--- config.mk ---
export PLATFORM = sky130hd
export DESIGN_NAME = sum_checked_frame_deframer_flat
export DESIGN_NICKNAME = d
export VERILOG_FILES = /design/src/hdl/fsd_pkg.sv /design/src/hdl/fsd_in_if.sv /design/src/hdl/fsd_out_if.sv /design/src/hdl/fsd_store.sv /design/src/hdl/sum_checked_frame_deframer.sv /design/src/flat_wrapper.sv
export SDC_FILE = /design/constraint.sdc
export NUM_CORES = 1
export LEC_CHECK = 0
export BUFFER_PORTS_ARGS = -buffer_cell sky130_fd_sc_hd__buf_2
export CAP_MARGIN = 25
export CORE_ASPECT_RATIO = 1.75
export CORE_MARGIN = 2
export CORE_UTILIZATION = 35
export DETAILED_ROUTE_END_ITERATION = 10
export GPL_TIMING_DRIVEN = 0
export PLACE_DENSITY = 0.48
export SKIP_LAST_GASP = 1
export SLEW_MARGIN = 5
export SYNTH_ARGS = -nofsm -noshare
export SYNTH_HDL_FRONTEND = slang
export SYNTH_SLANG_ARGS = --single-unit
--- constraint.sdc ---
create_clock -name clk -period 4.62 [get_ports clk]
set_input_delay 0.462 -clock clk [delete_from_list [all_inputs] [get_ports clk]]
set_output_delay 0.462 -clock clk [all_outputs]
set_load 0.005 [all_outputs]
--- src/hdl/fsd_pkg.sv ---
// Shared constants and types for the sum-checked frame deframer.
`default_nettype none
package fsd_pkg;

  localparam int MAX_FRAME_DEF = 64;

  localparam logic [7:0] HEAD_BYTE = 8'h68;
  localparam logic [7:0] TAIL_BYTE = 8'h16;
  localparam logic [7:0] MIN_FRAME = 8'd7;

  // Commands from the sequencer to the byte store.
  typedef struct packed {
    logic wr;
    logic drop;
  } fsd_store_cmd_t;

endpackage
`default_nettype wire

--- src/hdl/fsd_in_if.sv ---
// Valid/ready channel that carries one received byte.
`default_nettype none
interface fsd_in_if;
  logic       valid;
  logic       ready;
  logic [7:0] rx_byte;

  modport source (output valid, output rx_byte, input ready);
  modport sink (input valid, input rx_byte, output ready);
endinterface
`default_nettype wire

--- src/hdl/fsd_out_if.sv ---
// Valid/ready channel that carries one payload result of an accepted frame.
`default_nettype none
interface fsd_out_if;
  logic       valid;
  logic       ready;
  logic [7:0] dev_addr;
  logic [7:0] func_code;
  logic [7:0] sub_code;
  logic [5:0] payload_count;
  logic [5:0] payload_index;
  logic [7:0] payload_byte;
  logic       last_of_frame;

  modport source (output valid, output dev_addr, output func_code, output sub_code,
                  output payload_count, output payload_index, output payload_byte,
                  output last_of_frame, input ready);
  modport sink (input valid, input dev_addr, input func_code, input sub_code,
                input payload_count, input payload_index, input payload_byte,
                input last_of_frame, output ready);
endinterface
`default_nettype wire

--- src/hdl/fsd_store.sv ---
// Circular byte store with head pointer, fill count and one registered read port.
`default_nettype none
module fsd_store #(
  parameter int MAX_FRAME = fsd_pkg::MAX_FRAME_DEF,
  localparam int AW = (MAX_FRAME > 1) ? $clog2(MAX_FRAME) : 1,
  localparam int CW = $clog2(MAX_FRAME + 1)
) (
  input  wire                         clk,
  input  wire                         rst_n,
  input  wire fsd_pkg::fsd_store_cmd_t cmd,
  input  wire logic [7:0]             wr_byte,
  input  wire logic [CW-1:0]          drop_n,
  input  wire logic [AW-1:0]          rd_off,
  output logic [7:0]                  rd_data,
  output logic [CW-1:0]               fill
);
  import fsd_pkg::*;

  localparam logic [AW:0] DEPTH = (AW + 1)'(MAX_FRAME);

  logic [7:0]    mem [MAX_FRAME];
  logic [AW-1:0] head_r, head_nxt;
  logic [CW-1:0] fill_r, fill_nxt;
  logic [AW-1:0] waddr;
  logic [AW-1:0] raddr;

  // Both operands are at most the depth, so one conditional subtract wraps the sum.
  function automatic logic [AW-1:0] wrap_idx(input logic [AW:0] s);
    logic [AW:0] r;
    r = (s >= DEPTH) ? (s - DEPTH) : s;
    return r[AW-1:0];
  endfunction

  assign raddr = wrap_idx({1'b0, head_r} + (AW + 1)'(rd_off));
  assign fill  = fill_r;

  always_comb begin
    head_nxt = head_r;
    fill_nxt = fill_r;
    waddr    = wrap_idx({1'b0, head_r} + (AW + 1)'(fill_r));
    if (cmd.wr) begin
      if (fill_r == CW'(MAX_FRAME)) begin
        // Store full: the new byte overwrites the oldest one.
        waddr    = head_r;
        head_nxt = wrap_idx({1'b0, head_r} + (AW + 1)'(1));
      end else begin
        fill_nxt = fill_r + CW'(1);
      end
    end else if (cmd.drop) begin
      head_nxt = wrap_idx({1'b0, head_r} + (AW + 1)'(drop_n));
      fill_nxt = fill_r - drop_n;
    end
  end

  always_ff @(posedge clk) begin
    if (!rst_n) begin
      head_r <= '0;
      fill_r <= '0;
    end else begin
      head_r <= head_nxt;
      fill_r <= fill_nxt;
    end
  end

  always_ff @(posedge clk) begin
    if (cmd.wr) begin
      mem[waddr] <= wr_byte;
    end
    rd_data <= mem[raddr];
  end

endmodule
`default_nettype wire

--- src/hdl/sum_checked_frame_deframer.sv ---
// Top level: byte store plus the scan sequencer that checks and emits frames.
// Each received byte is written to a circular store, and the store is then scanned from its
// oldest byte for a 0x68 header with a length of 7 to MAX_FRAME, a 0x16 tail and a matching
// 8-bit sum. Everything goes through the store's single registered read port: each byte read
// passes through the fetch state before its value is used. At each position the scan reads
// the header byte, then the length byte, then the tail byte, and then sums the frame bytes
// one by one up to the checksum compare, moving on by one byte when a check fails.
// An accepted frame then fetches its three header fields and gives one result per payload
// byte, or one result for an empty payload, each held until out_ready takes it.
// The input is not ready until the scan of the previous byte has finished.
// No clearing pass is needed after reset: only bytes below the fill count are ever read.
`default_nettype none
module sum_checked_frame_deframer #(
  parameter int MAX_FRAME = fsd_pkg::MAX_FRAME_DEF
) (
  input  wire         clk,
  input  wire         rst_n,
  fsd_in_if.sink      in_ch,
  fsd_out_if.source   out_ch
);
  import fsd_pkg::*;

  localparam int AW = (MAX_FRAME > 1) ? $clog2(MAX_FRAME) : 1;
  localparam int CW = $clog2(MAX_FRAME + 1);
  localparam logic [8:0] MAX_LEN = 9'(MAX_FRAME);

  typedef enum logic [11:0] {
    ST_IDLE  = 12'b0000_0000_0001,
    ST_SCAN  = 12'b0000_0000_0010,
    ST_FETCH = 12'b0000_0000_0100,
    ST_HEAD  = 12'b0000_0000_1000,
    ST_LEN   = 12'b0000_0001_0000,
    ST_TAIL  = 12'b0000_0010_0000,
    ST_SUM   = 12'b0000_0100_0000,
    ST_CSUM  = 12'b0000_1000_0000,
    ST_HDR   = 12'b0001_0000_0000,
    ST_LOAD  = 12'b0010_0000_0000,
    ST_EMIT  = 12'b0100_0000_0000,
    ST_DROP  = 12'b1000_0000_0000
  } state_t;

  state_t         state_r, state_nxt;
  state_t         ret_r, ret_nxt;
  logic [CW-1:0]  pos_r, pos_nxt;
  logic [AW-1:0]  off_r, off_nxt;
  logic [7:0]     cnt_r, cnt_nxt;
  logic [7:0]     len_r, len_nxt;
  logic [7:0]     sum_r, sum_nxt;
  logic [7:0]     addr_r, addr_nxt;
  logic [7:0]     func_r, func_nxt;
  logic [7:0]     sub_r, sub_nxt;
  logic [7:0]     byte_r, byte_nxt;
  logic           last_r, last_nxt;

  fsd_store_cmd_t cmd;
  logic [7:0]     rd_data;
  logic [CW-1:0]  fill;
  logic [CW-1:0]  rem;
  logic           in_fire;
  logic           out_fire;

  fsd_store #(.MAX_FRAME(MAX_FRAME)) u_store (
    .clk     (clk),
    .rst_n   (rst_n),
    .cmd     (cmd),
    .wr_byte (in_ch.rx_byte),
    .drop_n  (pos_r),
    .rd_off  (off_r),
    .rd_data (rd_data),
    .fill    (fill)
  );

  // Offsets into the store stay below the fill count, so the low bits suffice.
  function automatic logic [AW-1:0] off_of(input logic [8:0] s);
    return s[AW-1:0];
  endfunction

  assign in_ch.ready = (state_r == ST_IDLE);
  assign in_fire     = in_ch.valid && in_ch.ready;
  assign out_fire    = out_ch.valid && out_ch.ready;
  assign rem         = fill - pos_r;

  assign cmd.wr   = in_fire;
  assign cmd.drop = (state_r == ST_DROP);

  assign out_ch.valid         = (state_r == ST_EMIT);
  assign out_ch.dev_addr      = addr_r;
  assign out_ch.func_code     = func_r;
  assign out_ch.sub_code      = sub_r;
  assign out_ch.payload_count = 6'(len_r - MIN_FRAME);
  assign out_ch.payload_index = cnt_r[5:0];
  assign out_ch.payload_byte  = byte_r;
  assign out_ch.last_of_frame = last_r;

  always_comb begin
    state_nxt = state_r;
    ret_nxt   = ret_r;
    pos_nxt   = pos_r;
    off_nxt   = off_r;
    cnt_nxt   = cnt_r;
    len_nxt   = len_r;
    sum_nxt   = sum_r;
    addr_nxt  = addr_r;
    func_nxt  = func_r;
    sub_nxt   = sub_r;
    byte_nxt  = byte_r;
    last_nxt  = last_r;
    unique case (state_r)
      ST_IDLE: begin
        if (in_fire) begin
          pos_nxt   = '0;
          state_nxt = ST_SCAN;
        end
      end
      ST_SCAN: begin
        if (9'(rem) < {1'b0, MIN_FRAME}) begin
          state_nxt = ST_DROP;
        end else begin
          off_nxt   = off_of(9'(pos_r));
          ret_nxt   = ST_HEAD;
          state_nxt = ST_FETCH;
        end
      end
      ST_FETCH: begin
        state_nxt = ret_r;
      end
      ST_HEAD: begin
        if (rd_data != HEAD_BYTE) begin
          pos_nxt   = pos_r + CW'(1);
          state_nxt = ST_SCAN;
        end else begin
          off_nxt   = off_of(9'(pos_r) + 9'd1);
          ret_nxt   = ST_LEN;
          state_nxt = ST_FETCH;
        end
      end
      ST_LEN: begin
        len_nxt = rd_data;
        if (rd_data < MIN_FRAME || {1'b0, rd_data} > MAX_LEN) begin
          pos_nxt   = pos_r + CW'(1);
          state_nxt = ST_SCAN;
        end else if (9'(rem) < {1'b0, rd_data}) begin
          // The candidate is still incomplete; keep it for later bytes.
          state_nxt = ST_DROP;
        end else begin
          off_nxt   = off_of(9'(pos_r) + {1'b0, rd_data} - 9'd1);
          ret_nxt   = ST_TAIL;
          state_nxt = ST_FETCH;
        end
      end
      ST_TAIL: begin
        if (rd_data != TAIL_BYTE) begin
          pos_nxt   = pos_r + CW'(1);
          state_nxt = ST_SCAN;
        end else begin
          cnt_nxt   = '0;
          sum_nxt   = '0;
          off_nxt   = off_of(9'(pos_r));
          ret_nxt   = ST_SUM;
          state_nxt = ST_FETCH;
        end
      end
      ST_SUM: begin
        sum_nxt   = sum_r + rd_data;
        cnt_nxt   = cnt_r + 8'd1;
        state_nxt = ST_FETCH;
        if (cnt_r == len_r - 8'd3) begin
          off_nxt = off_of(9'(pos_r) + {1'b0, len_r} - 9'd2);
          ret_nxt = ST_CSUM;
        end else begin
          off_nxt = off_of(9'(pos_r) + {1'b0, cnt_r} + 9'd1);
          ret_nxt = ST_SUM;
        end
      end
      ST_CSUM: begin
        if (rd_data != sum_r) begin
          pos_nxt   = pos_r + CW'(1);
          state_nxt = ST_SCAN;
        end else begin
          cnt_nxt   = '0;
          off_nxt   = off_of(9'(pos_r) + 9'd2);
          ret_nxt   = ST_HDR;
          state_nxt = ST_FETCH;
        end
      end
      ST_HDR: begin
        case (cnt_r[1:0])
          2'd0:    addr_nxt = rd_data;
          2'd1:    func_nxt = rd_data;
          default: sub_nxt  = rd_data;
        endcase
        if (cnt_r == 8'd2) begin
          cnt_nxt = '0;
          if (len_r == MIN_FRAME) begin
            // A frame without payload still gives one result.
            byte_nxt  = '0;
            last_nxt  = 1'b1;
            state_nxt = ST_EMIT;
          end else begin
            off_nxt   = off_of(9'(pos_r) + 9'd5);
            ret_nxt   = ST_LOAD;
            state_nxt = ST_FETCH;
          end
        end else begin
          cnt_nxt   = cnt_r + 8'd1;
          off_nxt   = off_of(9'(pos_r) + {1'b0, cnt_r} + 9'd3);
          ret_nxt   = ST_HDR;
          state_nxt = ST_FETCH;
        end
      end
      ST_LOAD: begin
        byte_nxt  = rd_data;
        last_nxt  = (cnt_r == len_r - 8'd8);
        state_nxt = ST_EMIT;
      end
      ST_EMIT: begin
        if (out_fire) begin
          if (last_r) begin
            pos_nxt   = CW'(9'(pos_r) + {1'b0, len_r});
            state_nxt = ST_DROP;
          end else begin
            cnt_nxt   = cnt_r + 8'd1;
            off_nxt   = off_of(9'(pos_r) + {1'b0, cnt_r} + 9'd6);
            ret_nxt   = ST_LOAD;
            state_nxt = ST_FETCH;
          end
        end
      end
      ST_DROP: begin
        state_nxt = ST_IDLE;
      end
      default: begin
        state_nxt = ST_IDLE;
      end
    endcase
  end

  always_ff @(posedge clk) begin
    if (!rst_n) begin
      state_r <= ST_IDLE;
      ret_r   <= ST_IDLE;
      pos_r   <= '0;
      off_r   <= '0;
      cnt_r   <= '0;
    end else begin
      state_r <= state_nxt;
      ret_r   <= ret_nxt;
      pos_r   <= pos_nxt;
      off_r   <= off_nxt;
      cnt_r   <= cnt_nxt;
    end
  end

  always_ff @(posedge clk) begin
    len_r  <= len_nxt;
    sum_r  <= sum_nxt;
    addr_r <= addr_nxt;
    func_r <= func_nxt;
    sub_r  <= sub_nxt;
    byte_r <= byte_nxt;
    last_r <= last_nxt;
  end

  a_no_overlap: assert property (@(posedge clk) disable iff (!rst_n)
    in_ch.ready |-> !out_ch.valid)
    else $error("input ready while a result is pending");

  a_last_drops: assert property (@(posedge clk) disable iff (!rst_n)
    out_fire && out_ch.last_of_frame |=> state_r == ST_DROP)
    else $error("final result of a frame not followed by the store drop");

  a_pos_in_store: assert property (@(posedge clk) disable iff (!rst_n)
    state_r != ST_IDLE |-> pos_r <= fill)
    else $error("scan position beyond the held bytes");

  a_fill_bound: assert property (@(posedge clk) disable iff (!rst_n)
    fill <= CW'(MAX_FRAME))
    else $error("fill count beyond the store depth");

endmodule
`default_nettype wire

--- src/flat_wrapper.sv ---
// flat-port wrapper written by rule: the top's interface ports become plain ports
module sum_checked_frame_deframer_flat import fsd_pkg::*;
#(
  parameter int MAX_FRAME = fsd_pkg::MAX_FRAME_DEF
)
  (clk, rst_n, in_ch_valid, in_ch_rx_byte, in_ch_ready, out_ch_valid, out_ch_dev_addr, out_ch_func_code, out_ch_sub_code, out_ch_payload_count, out_ch_payload_index, out_ch_payload_byte, out_ch_last_of_frame, out_ch_ready);
  fsd_in_if in_ch_i ();
  fsd_out_if out_ch_i ();
  input  wire clk;
  input  wire rst_n;
  input wire logic [$bits(in_ch_i.valid)-1:0] in_ch_valid;
  input wire logic [$bits(in_ch_i.rx_byte)-1:0] in_ch_rx_byte;
  output wire logic [$bits(in_ch_i.ready)-1:0] in_ch_ready;
  output wire logic [$bits(out_ch_i.valid)-1:0] out_ch_valid;
  output wire logic [$bits(out_ch_i.dev_addr)-1:0] out_ch_dev_addr;
  output wire logic [$bits(out_ch_i.func_code)-1:0] out_ch_func_code;
  output wire logic [$bits(out_ch_i.sub_code)-1:0] out_ch_sub_code;
  output wire logic [$bits(out_ch_i.payload_count)-1:0] out_ch_payload_count;
  output wire logic [$bits(out_ch_i.payload_index)-1:0] out_ch_payload_index;
  output wire logic [$bits(out_ch_i.payload_byte)-1:0] out_ch_payload_byte;
  output wire logic [$bits(out_ch_i.last_of_frame)-1:0] out_ch_last_of_frame;
  input wire logic [$bits(out_ch_i.ready)-1:0] out_ch_ready;
  assign in_ch_i.valid = in_ch_valid;
  assign in_ch_i.rx_byte = in_ch_rx_byte;
  assign in_ch_ready = in_ch_i.ready;
  assign out_ch_valid = out_ch_i.valid;
  assign out_ch_dev_addr = out_ch_i.dev_addr;
  assign out_ch_func_code = out_ch_i.func_code;
  assign out_ch_sub_code = out_ch_i.sub_code;
  assign out_ch_payload_count = out_ch_i.payload_count;
  assign out_ch_payload_index = out_ch_i.payload_index;
  assign out_ch_payload_byte = out_ch_i.payload_byte;
  assign out_ch_last_of_frame = out_ch_i.last_of_frame;
  assign out_ch_i.ready = out_ch_ready;
  sum_checked_frame_deframer #(.MAX_FRAME(MAX_FRAME)) u_core (.clk(clk), .rst_n(rst_n), .in_ch(in_ch_i), .out_ch(out_ch_i));
endmodule
==> flow_metrics.py, run 1 <==
metrics = {
    "clock_network": {
        "clock_path_buffers": 3,
        "cts.sinks": 623,
        "cts_setup_buffers": 0,
        "cts-root-buf": "clkbuf_16",
        "clock_latency_ps": 650,
        "numCtsBuffers": 57,
        "ctsHoldBuffers": 0,
        "cts.clk_slew.worst_paths_ps": 70,
        "cts_tree": "yes",
        "htreeDepth": 2,
        "ctsResizeCount": 9,
    },
    "worst_setup_path": {
        "rrSetupSlack_ps": 170,
        "cpMostUsedCell": "nor2_1",
        "cpPeakStageDelay_ps": 750,
        "path_cells": "clkbuf_1 -> nor4_2 -> buf_2 -> nand4_1 -> nor2_1 -> nor2_1 -> mux2i_1 -> xor2_1 -> nand2_1 -> nor2_1",
        "rr_worst_depth": 10,
        "end_kind": "flip-flop",
        "cp.arrival_ps": 4720,
        "path_max_fanout": 10,
        "path_buf_inv": 2,
        "slowest_stage": "nor2_1",
        "critPathTopFamily": "simple AND/OR/NAND/NOR gates",
        "worst_setup_path_start_kind": "flip-flop",
        "timing.rr.start": "u_core.state_r[6]$_SDFFE_PN0P_",
        "crit_type": "reg -> reg",
        "r2r_end": "u_core.u_store.mem[10][7]$_DFFE_PP_",
        "required_ps": 4890,
    },
    "finish": {
        "drive_gt1_share_pct": 21.2,
        "syn_to_final_growth_pct": 14.3,
        "finalInstanceArea_um2": 31700,
        "n_fill_cell": 7137,
        "fin_util_pct": 40.4,
        "diodes": 0,
        "nets": 1951,
    },
    "floorplan": {
        "rows": 136,
        "start_util_pct": 35.4,
        "io_pins": 59,
        "die_h_um": 376,
        "die_area_um2": 81600,
        "dieWidth_um": 217,
        "coreArea_um2": 78400,
    },
    "place": {
        "dpl_cell_area_um2": 29600,
        "place.detailed.hpwl_um": 57300,
        "post-place-ws_ps": -592,
        "io_buffers": 58,
        "gp_congestion": 0.913,
    },
    "synthesis": {
        "synth_xor_area_share_pct": 2.64,
        "synth_adder_area_share_pct": 3.83,
        "synthCells": 1723,
        "synth_fp_nets": 1815,
        "ys_ff_latch": 623,
        "synth_edf_count": 561,
        "syn_area_per_cell_um2": 16.1,
        "synth_common_cells": "edfxtp_1 (561), mux4_2 (160), nor2_1 (152)",
        "ys_top_cells_by_area": "edfxtp_1 (61%), mux4_2 (13%), dfxtp_1 (4.5%)",
        "yosys_warnings": 0,
        "yosysTopAreaCell": "edfxtp_1",
        "synth_flop_cell": "edfxtp_1",
        "synth-simple-area-share_pct": 6.89,
        "yosysMostFrequentCell": "edfxtp_1",
        "ys_types": 81,
        "async_flop_share_pct": 0,
        "netlist_area_um2": 27700,
        "synth_top_area_share_pct": 60.7,
        "synth_top_family_by_area": "multiplexers",
        "synth_compound_area_share_pct": 5.55,
        "yosysSeqAreaShare_pct": 65.2,
        "synth.area.mux_share_pct": 13.9,
    },
    "timing": {
        "fin_skew_ps": 32.1,
        "max_freq_ghz": 0.225,
        "setup_viol": 0,
        "finalCriticalPeriod_ps": 4450,
        "rsz0062_at_grt": "yes",
        "slew_headroom_pct": 36.8,
        "tns_ps": 0,
        "worstMarginPinSlew_ps": 948,
        "setup_slack_ps": 172,
        "timing_hold_violations_final": 0,
        "maxSlewViolCount": 0,
        "timing.final.crit_share_pct": 96.3,
    },
    "drt": {
        "drc": 0,
        "drt-pass1-iter-count": 6,
        "drtIter0Drc": 949,
        "ant_nets": 0,
        "post_drt_wl_per_cell_um": 26.4,
        "maxUsedRoutingLayer": "met4",
        "wirelength_um": 77800,
        "met2_length_um": 45600,
        "drt-met1-wl_um": 26000,
        "dr_wl_met3_um": 2320,
        "num_vias": 15700,
        "viasPerCell": 5.33,
    },
    "status": {
        "status": "finished, final reports clean",
    },
    "min_path": {
        "min_path_type": "in -> reg",
        "min_to": "u_core.off_r[3]$_SDFFE_PN0P_",
        "whs_path_depth": 2,
        "min-delay-start": "rst_n",
    },
    "pwr": {
        "pwr-share-comb_pct": 12.5,
        "p_leak_nw": 10.4,
        "intPower_w": 0.00972,
        "pwr-share-clk_pct": 37.9,
        "power_switching_share_pct": 25.7,
        "power_w": 0.0131,
        "power_switching_w": 0.00336,
        "vdd_drop_max_uv": 313,
        "p_seq_share_pct": 49.6,
        "power_density_nw_per_um2": 413,
    },
    "grt": {
        "overflow": 0,
        "grt_antenna_before_repair": 0,
        "grt_usage_pct": 19.2,
        "grt_pass1_vias": 16800,
        "grt_pass1_wl_um": 113000,
        "grt_start_max_net_pins": 65,
    },
    "job": {
        "max-cap-violations": 0,
    },
}
-- metal layers --
metal	global-route usage (%)	vias up
li1	-	7052
met1	18.7	8081
met2	39.3	385
met3	2.16	174
met4	8.98	0
met5	0	-
-- kinds of logic (layout without fill, tap and decap cells) --
| kind of cell | count (synthesis) | count (layout) |
|---|---|---|
| buffers and inverters | 138 | 323 |
| flip-flops | 623 | 623 |
| adder cells (fa/ha/maj) | 80 | 80 |
| multiplexers | 184 | 184 |
| AO/OA/AOI/OAI | 229 | 229 |
| XOR/XNOR | 82 | 82 |
| AND/OR/NAND/NOR | 387 | 387 |
-- cell usage in the layout (no fill, tap or decap), drive strengths merged, types with 5 or more instances in the layout --
cell type and count:
nor2 152, nand4 13, o211ai 7, a211oi 19, a21oi 69, and2 19, o21a 5, o32ai 7
mux2i 24, nor4 13, nand3 22, clkbuf 114, nor3 15, bufinv 9, nor3b 5, a2111oi 5
dfxtp 62, xnor2 55, clkinv 30, mux4 160, xor2 26, o21ai 34, and3 21, buf 101
fa 8, o21bai 9, a21o 11, clkinvlp 5, edfxtp 561, a31oi 10, ha 72, inv 64
o22ai 12, or2 6, o31ai 5, nand2 71, nand2b 8, nor2b 19
-- stage by stage --
stage	std cells	hold slack, ps
final	2943	209
after global routing	2943	195
after CTS	2940	172
after detailed placement	2832	446
after global placement	2816	441
after floorplan	1723	423
-- flip-flops by register name, summed over array words and instances, names as in the netlist --
| name | count |
|---|---|
| u_core.u_store.mem | 512 |
| u_core.out_ch.func_code | 8 |
| u_core.u_store.head_r | 6 |
| u_core.out_ch.last_of_frame | 1 |
| u_core.ret_r | 8 |
| u_core.cnt_r | 8 |
| u_core.state_r | 12 |
| u_core.out_ch.payload_byte | 8 |
| u_core.u_store.rd_data | 8 |
| u_core.out_ch.dev_addr | 8 |
| u_core.u_store.fill | 7 |
| u_core.off_r | 6 |
| u_core.sum_r | 8 |
| u_core.out_ch.sub_code | 8 |
| u_core.pos_r | 7 |
| u_core.len_r | 8 |
-- worst max path at each step --
stage / from / end / slack (ps) / cells after the start
after global routing: u_core.state_r[6]$_SDFFE_PN0P_ / u_core.u_store.mem[26][5]$_DFFE_PP_ / -180 / 10
final: u_core.state_r[6]$_SDFFE_PN0P_ / u_core.u_store.mem[10][7]$_DFFE_PP_ / 170 / 10
after CTS: u_core.pos_r[2]$_SDFFE_PN0P_ / u_core.off_r[5]$_SDFFE_PN0P_ / 20 / 15
after global placement: u_core.pos_r[1]$_SDFFE_PN0P_ / u_core.off_r[5]$_SDFFE_PN0P_ / -590 / 14
after floorplan: u_core.pos_r[1]$_SDFFE_PN0P_ / u_core.off_r[3]$_SDFFE_PN0P_ / 810 / 14
after detailed placement: u_core.pos_r[1]$_SDFFE_PN0P_ / u_core.off_r[5]$_SDFFE_PN0P_ / -590 / 14
-- power groups by stage --
stage / combinational [W] / clock, W / sequential [W]
after global routing: 0.00176 / 0.00526 / 0.00650
after detailed placement: 0.00162 / 0 / 0.00662
final: 0.00163 / 0.00496 / 0.00649
after global placement: 0.00157 / 0 / 0.00662
after floorplan: 0.00106 / 0 / 0.00646
after CTS: 0.00163 / 0.00507 / 0.00650
-- cell type report --
type,count,area [um^2],area share [%]
plain buffers,74,325,1.03
clock buffers,64,1450,4.58
clock inverters,44,495,1.56
inverters,64,240,0.758
multi-input cells,962,9210,29.1
flip-flops and latches,623,18100,57.1
well taps,1035,1290,4.09
repair buffers,77,583,1.84
(Power assumes the default switching activity.)
==> run 2, diff against run 1 <==
--- a/config.mk
+++ b/config.mk
@@ -9,12 +9,13 @@
 export CAP_MARGIN = 25
 export CORE_ASPECT_RATIO = 1.75
 export CORE_MARGIN = 2
-export CORE_UTILIZATION = 35
+export CORE_UTILIZATION = 33
 export DETAILED_ROUTE_END_ITERATION = 10
 export GPL_TIMING_DRIVEN = 0
-export PLACE_DENSITY = 0.48
+export PLACE_DENSITY = 0.45
+export REMOVE_ABC_BUFFERS = 1
 export SKIP_LAST_GASP = 1
-export SLEW_MARGIN = 5
+export SLEW_MARGIN = 20
 export SYNTH_ARGS = -nofsm -noshare
 export SYNTH_HDL_FRONTEND = slang
 export SYNTH_SLANG_ARGS = --single-unit
==> flow_metrics.py, run 2 (synthesis gave the netlist of run 1 again) <==
metrics = {
    "finish": {
        "largest-register": "u_core.u_store.mem",
        "layout_commonest_cell": "edfxtp_1",
        "reg_top3": "u_core.u_store.mem (512), u_core.state_r (12)",
        "syn_to_final_growth_pct": 14.0,
        "diodes": 0,
        "drive_gt1_share_pct": 21.7,
        "fin_util_pct": 38.0,
        "largest_reg_flops": 512,
        "n_fill_cell": 7750,
        "finalInstanceArea_um2": 31600,
        "final_cells": 2912,
        "layout_common_cells": "edfxtp_1 (561), mux4_2 (160), nor2_1 (137)",
        "nets": 1890,
    },
    "drt": {
        "wirelength_um": 78600,
        "drt-pass1-iter-count": 5,
        "ant_nets": 0,
        "drtIter0Drc": 928,
        "num_vias": 15500,
        "viasPerCell": 5.31,
        "drc": 0,
        "post_drt_wl_per_cell_um": 27.0,
    },
    "worst_setup_path": {
        "crit_type": "reg -> reg",
        "required_ps": 5170,
        "path_max_fanout": 12,
        "cp.arrival_ps": 4940,
        "path_cells": "inv_1 -> ha_1 -> a21o_1 -> a21oi_1 -> nor2_1 -> a311oi_4 -> inv_2 -> ha_1 -> nor2_1 -> a211o_1 -> o21ai_4 -> nand2_2 -> a221o_1 -> a21oi_1",
        "end_kind": "flip-flop",
        "cpPeakStageDelay_ps": 520,
        "rrSetupSlack_ps": 230,
        "rr_worst_depth": 14,
        "worst_setup_path_start_kind": "flip-flop",
        "slowest_stage": "dfxtp_2",
    },
    "grt": {
        "grt_pass1_vias": 16300,
        "overflow": 0,
        "grt_start_max_net_pins": 65,
        "grt_pass1_wl_um": 115000,
        "grt_usage_pct": 18.3,
        "grt_antenna_before_repair": 0,
    },
    "floorplan": {
        "dieWidth_um": 223,
        "start_util_pct": 33.3,
        "die_area_um2": 86500,
        "io_pins": 59,
        "die_h_um": 388,
        "coreArea_um2": 83200,
        "rows": 140,
    },
    "place": {
        "dpl_cell_area_um2": 29600,
        "gp_congestion": 0.928,
        "place.detailed.hpwl_um": 55100,
        "io_buffers": 58,
        "dp_cells": 2799,
    },
    "clock_network": {
        "clock_path_buffers": 3,
        "numCtsBuffers": 59,
        "cts-root-buf": "clkbuf_16",
        "clock_latency_ps": 650,
        "htreeDepth": 2,
        "cts.sinks": 623,
        "cts.clk_slew.worst_paths_ps": 70,
        "ctsHoldBuffers": 0,
        "cts_tree": "yes",
    },
    "timing": {
        "rsz0062_at_grt": "no",
        "slew_headroom_pct": 33.3,
        "finalCriticalPeriod_ps": 4390,
        "max_freq_ghz": 0.228,
        "maxSlewViolCount": 0,
        "fin_skew_ps": 21.3,
        "timing.final.crit_share_pct": 95.1,
        "hold_slack_ps": 168,
        "setup_viol": 0,
        "worstMarginPinSlew_ps": 997,
        "timing_hold_violations_final": 0,
    },
    "pwr": {
        "power_density_nw_per_um2": 413,
        "vdd_drop_max_uv": 314,
        "p_leak_nw": 10.3,
    },
    "min_path": {
        "whs_path_depth": 2,
        "min_path_type": "in -> reg",
    },
    "status": {
        "status": "finished, final reports clean",
    },
    "job": {
        "max-cap-violations": 0,
    },
}
-- run 2: cell count changes in the layout (fill, tap and decap cells not counted), sizes merged --
cell      previous run  this run
buf                101        88
bufinv               9         5
clkbuf             114        68
clkinv              30        32
clkinvlp             5         6
inv                 64        63
-- run 2: area by class of cell --
class / count / area [um^2] / area share, %
tap: 1065 / 1330 / 4.22
timing repair buffer: 88 / 757 / 2.40
clock inverter: 42 / 374 / 1.18
sequential: 623 / 18100 / 57.3
multi-input combinational: 962 / 9260 / 29.3
inverter: 64 / 245 / 0.776
clock buffer: 68 / 1530 / 4.85
-- run 2: timing repair --
item                       CTS  global route
buffers inserted             1             2
resized for setup           20            16
setup endpoints to repair  511           445
pin swaps                    1             1
-- run 2: path summary, 6_finish.rpt --
path                                     start                      endpoint
hold / removal                           rst_n  u_core.ret_r[0]$_SDFFE_PN1P_
hold reg to reg   u_core.ret_r[4]$_SDFFE_PN0P_  u_core.ret_r[4]$_SDFFE_PN0P_
setup / recovery  u_core.pos_r[2]$_SDFFE_PN0P_  u_core.off_r[1]$_SDFFE_PN0P_
setup reg to reg  u_core.pos_r[2]$_SDFFE_PN0P_  u_core.off_r[1]$_SDFFE_PN0P_
-- run 2: critical path: cells and delay by family (launching register included) --
| family | cells | cell delay (ps) |
|---|---|---|
| AO/OA/AOI/OAI | 7 | 2190 |
| adder cells (fa/ha/maj) | 2 | 710 |
| buffers and inverters | 2 | 440 |
| flip-flops | 1 | 520 |
| AND/OR/NAND/NOR | 3 | 430 |
-- run 2: stage by stage --
step	TNS [ps]	total power, W	setup WS (ps)
final	0	0.0131	228
after global routing	0	0.0135	22.2
after CTS	-87.8	0.0132	-87.8
after detailed placement	-82830	0.00832	-933
after global placement	-101330	0.00836	-5910
after floorplan	-18500	0.00758	-2310
-- run 2: power breakdown --
part / switching, W / internal (W) / leakage [nW]
sequential: 0.000170 / 0.00627 / 5.60
clock: 0.00220 / 0.00266 / 0.931
combinational: 0.00107 / 0.000686 / 3.79
-- run 2: per-layer routing --
metal | part of all wire [%] | track usage (%) | vias up
li1 | - | - | 6937
met1 | 35 | 18.7 | 7995
met2 | 57 | 35.8 | 371
met3 | 3.1 | 2.14 | 161
met4 | 5.6 | 9.57 | 0
met5 | 0 | 0 | -
==> run 3, diff against run 2 <==
==> constraint.sdc (replaced) <==
create_clock -name clk -period 4.62 [get_ports clk]
set_input_delay 0.231 -clock clk [delete_from_list [all_inputs] [get_ports clk]]
set_output_delay 0.231 -clock clk [all_outputs]
set_load 0.005 [all_outputs]
==> flow_metrics.py, run 3 (synthesis gave the netlist of run 1 again) <==
metrics = {
    "grt": {
        "use_met2_pct": 35.8,
        "grt_pass1_wl_um": 115000,
        "grt_start_max_net_pins": 65,
        "grt_usage_pct": 18.3,
        "grt_antenna_before_repair": 0,
        "grt_pass1_vias": 16300,
        "busiest_layer": "met2",
        "use_met3_pct": 2.13,
        "overflow": 0,
        "globalRouteMet1Util_pct": 18.7,
    },
    "pwr": {
        "p_seq_share_pct": 49.3,
        "vdd_drop_max_uv": 315,
        "p_leak_nw": 10.3,
        "intPower_w": 0.00962,
        "pwr-share-clk_pct": 37.2,
        "power_switching_w": 0.00344,
        "power_density_nw_per_um2": 413,
        "power_w": 0.0131,
        "power_switching_share_pct": 26.3,
        "pwr-share-comb_pct": 13.5,
    },
    "worst_setup_path": {
        "path_cells": "inv_1 -> ha_1 -> a21o_1 -> a21oi_1 -> nor2_1 -> a311oi_4 -> inv_2 -> ha_1 -> nor2_1 -> a211o_1 -> o21ai_4 -> nand2_2 -> a221o_1 -> a21oi_1",
        "crit_type": "reg -> reg",
        "cp.arrival_ps": 4900,
        "path_max_fanout": 12,
        "slowest_stage": "dfxtp_2",
        "worst_setup_path_start_kind": "flip-flop",
        "critPathTopFamily": "compound AO/OA/AOI/OAI gates",
        "end_kind": "flip-flop",
        "cpPeakStageDelay_ps": 510,
        "path_buf_inv": 2,
        "required_ps": 5170,
    },
    "floorplan": {
        "rows": 140,
        "coreArea_um2": 83200,
        "dieWidth_um": 223,
        "die_area_um2": 86500,
        "start_util_pct": 33.3,
        "io_pins": 59,
        "die_h_um": 388,
    },
    "timing": {
        "max_freq_ghz": 0.230,
        "finalCriticalPeriod_ps": 4350,
        "setup_viol": 0,
        "rsz0062_at_grt": "no",
        "timing.final.crit_share_pct": 94.2,
        "timing_hold_violations_final": 0,
        "worstMarginPinSlew_ps": 997,
        "fin_skew_ps": 21.5,
        "slew_headroom_pct": 33.3,
        "maxSlewViolCount": 0,
        "hold_slack_ps": 123,
    },
    "drt": {
        "drt-pass1-iter-count": 5,
        "drc": 0,
        "viasPerCell": 5.29,
        "ant_nets": 0,
        "drtIter0Drc": 911,
        "post_drt_wl_per_cell_um": 27.0,
        "wirelength_um": 78600,
        "num_vias": 15400,
    },
    "finish": {
        "layout_common_cells": "edfxtp_1 (561), mux4_2 (160), nor2_1 (137)",
        "seq_area_um2": 18100,
        "n_fill_cell": 7748,
        "nets": 1892,
        "diodes": 0,
        "multi_input_area_um2": 9260,
        "largest-register": "u_core.u_store.mem",
        "final_cells": 2914,
        "layout_commonest_cell": "edfxtp_1",
        "syn_to_final_growth_pct": 14.0,
        "drive_gt1_share_pct": 21.6,
        "reg_top3": "u_core.u_store.mem (512), u_core.state_r (12)",
        "largest_reg_flops": 512,
        "fin_util_pct": 38.0,
    },
    "clock_network": {
        "cts.clk_slew.worst_paths_ps": 70,
        "clock_latency_ps": 650,
        "clock_path_buffers": 3,
        "cts-root-buf": "clkbuf_16",
        "cts.sinks": 623,
        "numCtsBuffers": 59,
        "cts_tree": "yes",
        "htreeDepth": 2,
    },
    "status": {
        "status": "finished, final reports clean",
    },
    "place": {
        "place.detailed.hpwl_um": 55100,
        "io_buffers": 58,
        "dp_cells": 2799,
        "gp_congestion": 0.928,
    },
    "min_path": {
        "min_path_type": "in -> reg",
    },
    "job": {
        "max-cap-violations": 0,
    },
}
-- run 3: changes by cell type in the layout (fill, tap and decap cells not counted) --
cell and change:
dlygate4sd3_1 +2
-- run 3: worst reg2reg max path, stage by stage (launching register included) --
cell and delay (ps):
dfxtp_2 510, inv_1 240, ha_1 390, a21o_1 220, a21oi_1 280, nor2_1 130, a311oi_4 390, inv_2 190
ha_1 310, nor2_1 40, a211o_1 410, o21ai_4 340, nand2_2 260, a221o_1 390, a21oi_1 160
-- run 3: layout make-up --
type	count	share of cell area (%)
timing repair buffer	90	2.46
sequential	623	57.2
clock buffer	68	4.84
clock inverter	42	1.18
tap	1065	4.21
inverter	64	0.775
multi-input combinational	962	29.3
-- run 3: worst paths after layout --
kind	endpoint	cells after the start	slack (ps)	from
worst max-delay path	u_core.off_r[1]$_SDFFE_PN0P_	14	270	u_core.pos_r[2]$_SDFFE_PN0P_
worst min register to register	u_core.ret_r[4]$_SDFFE_PN0P_	2	450	u_core.ret_r[4]$_SDFFE_PN0P_
worst min-delay path	u_core.u_store.mem[18][6]$_DFFE_PP_	1	120	in_ch_rx_byte[6]
worst max register to register	u_core.off_r[1]$_SDFFE_PN0P_	14	270	u_core.pos_r[2]$_SDFFE_PN0P_
-- run 3: through the flow --
| stage | area, um^2 | worst slack (ps) | setup TNS (ps) |
|---|---|---|---|
| detailed placement | 29600 | -933 | -82830 |
| floorplan | 27400 | -2310 | -18500 |
| finish | 31600 | 269 | 0 |
| global placement | 29000 | -5910 | -101330 |
| CTS | 31600 | -87.8 | -87.8 |
| global route | 31600 | 22.2 | 0 |
-- run 3: timing repair --
item                                    CTS  global route
endpoints found under the setup margin  511           445
pin swaps                                 1             1
hold buffers                              2             0
resized for setup                        20            16
buffers inserted                          1             2
endpoints found under the hold margin     4             0
-- run 3: power by group through the flow --
| stage | sequential [W] | combinational (W) | clock [W] |
|---|---|---|---|
| floorplan | 0.00646 | 0.00111 | 0 |
| global placement | 0.00656 | 0.00179 | 0 |
| detailed placement | 0.00657 | 0.00175 | 0 |
| CTS | 0.00644 | 0.00177 | 0.00501 |
| global route | 0.00646 | 0.00190 | 0.00519 |
| finish | 0.00644 | 0.00176 | 0.00486 |
-- run 3: per-layer routing --
metal	routed length, um	up-vias
met5	0	-
met3	2680	166
li1	-	6942
met2	44400	418
met4	4430	0
met1	27100	7881
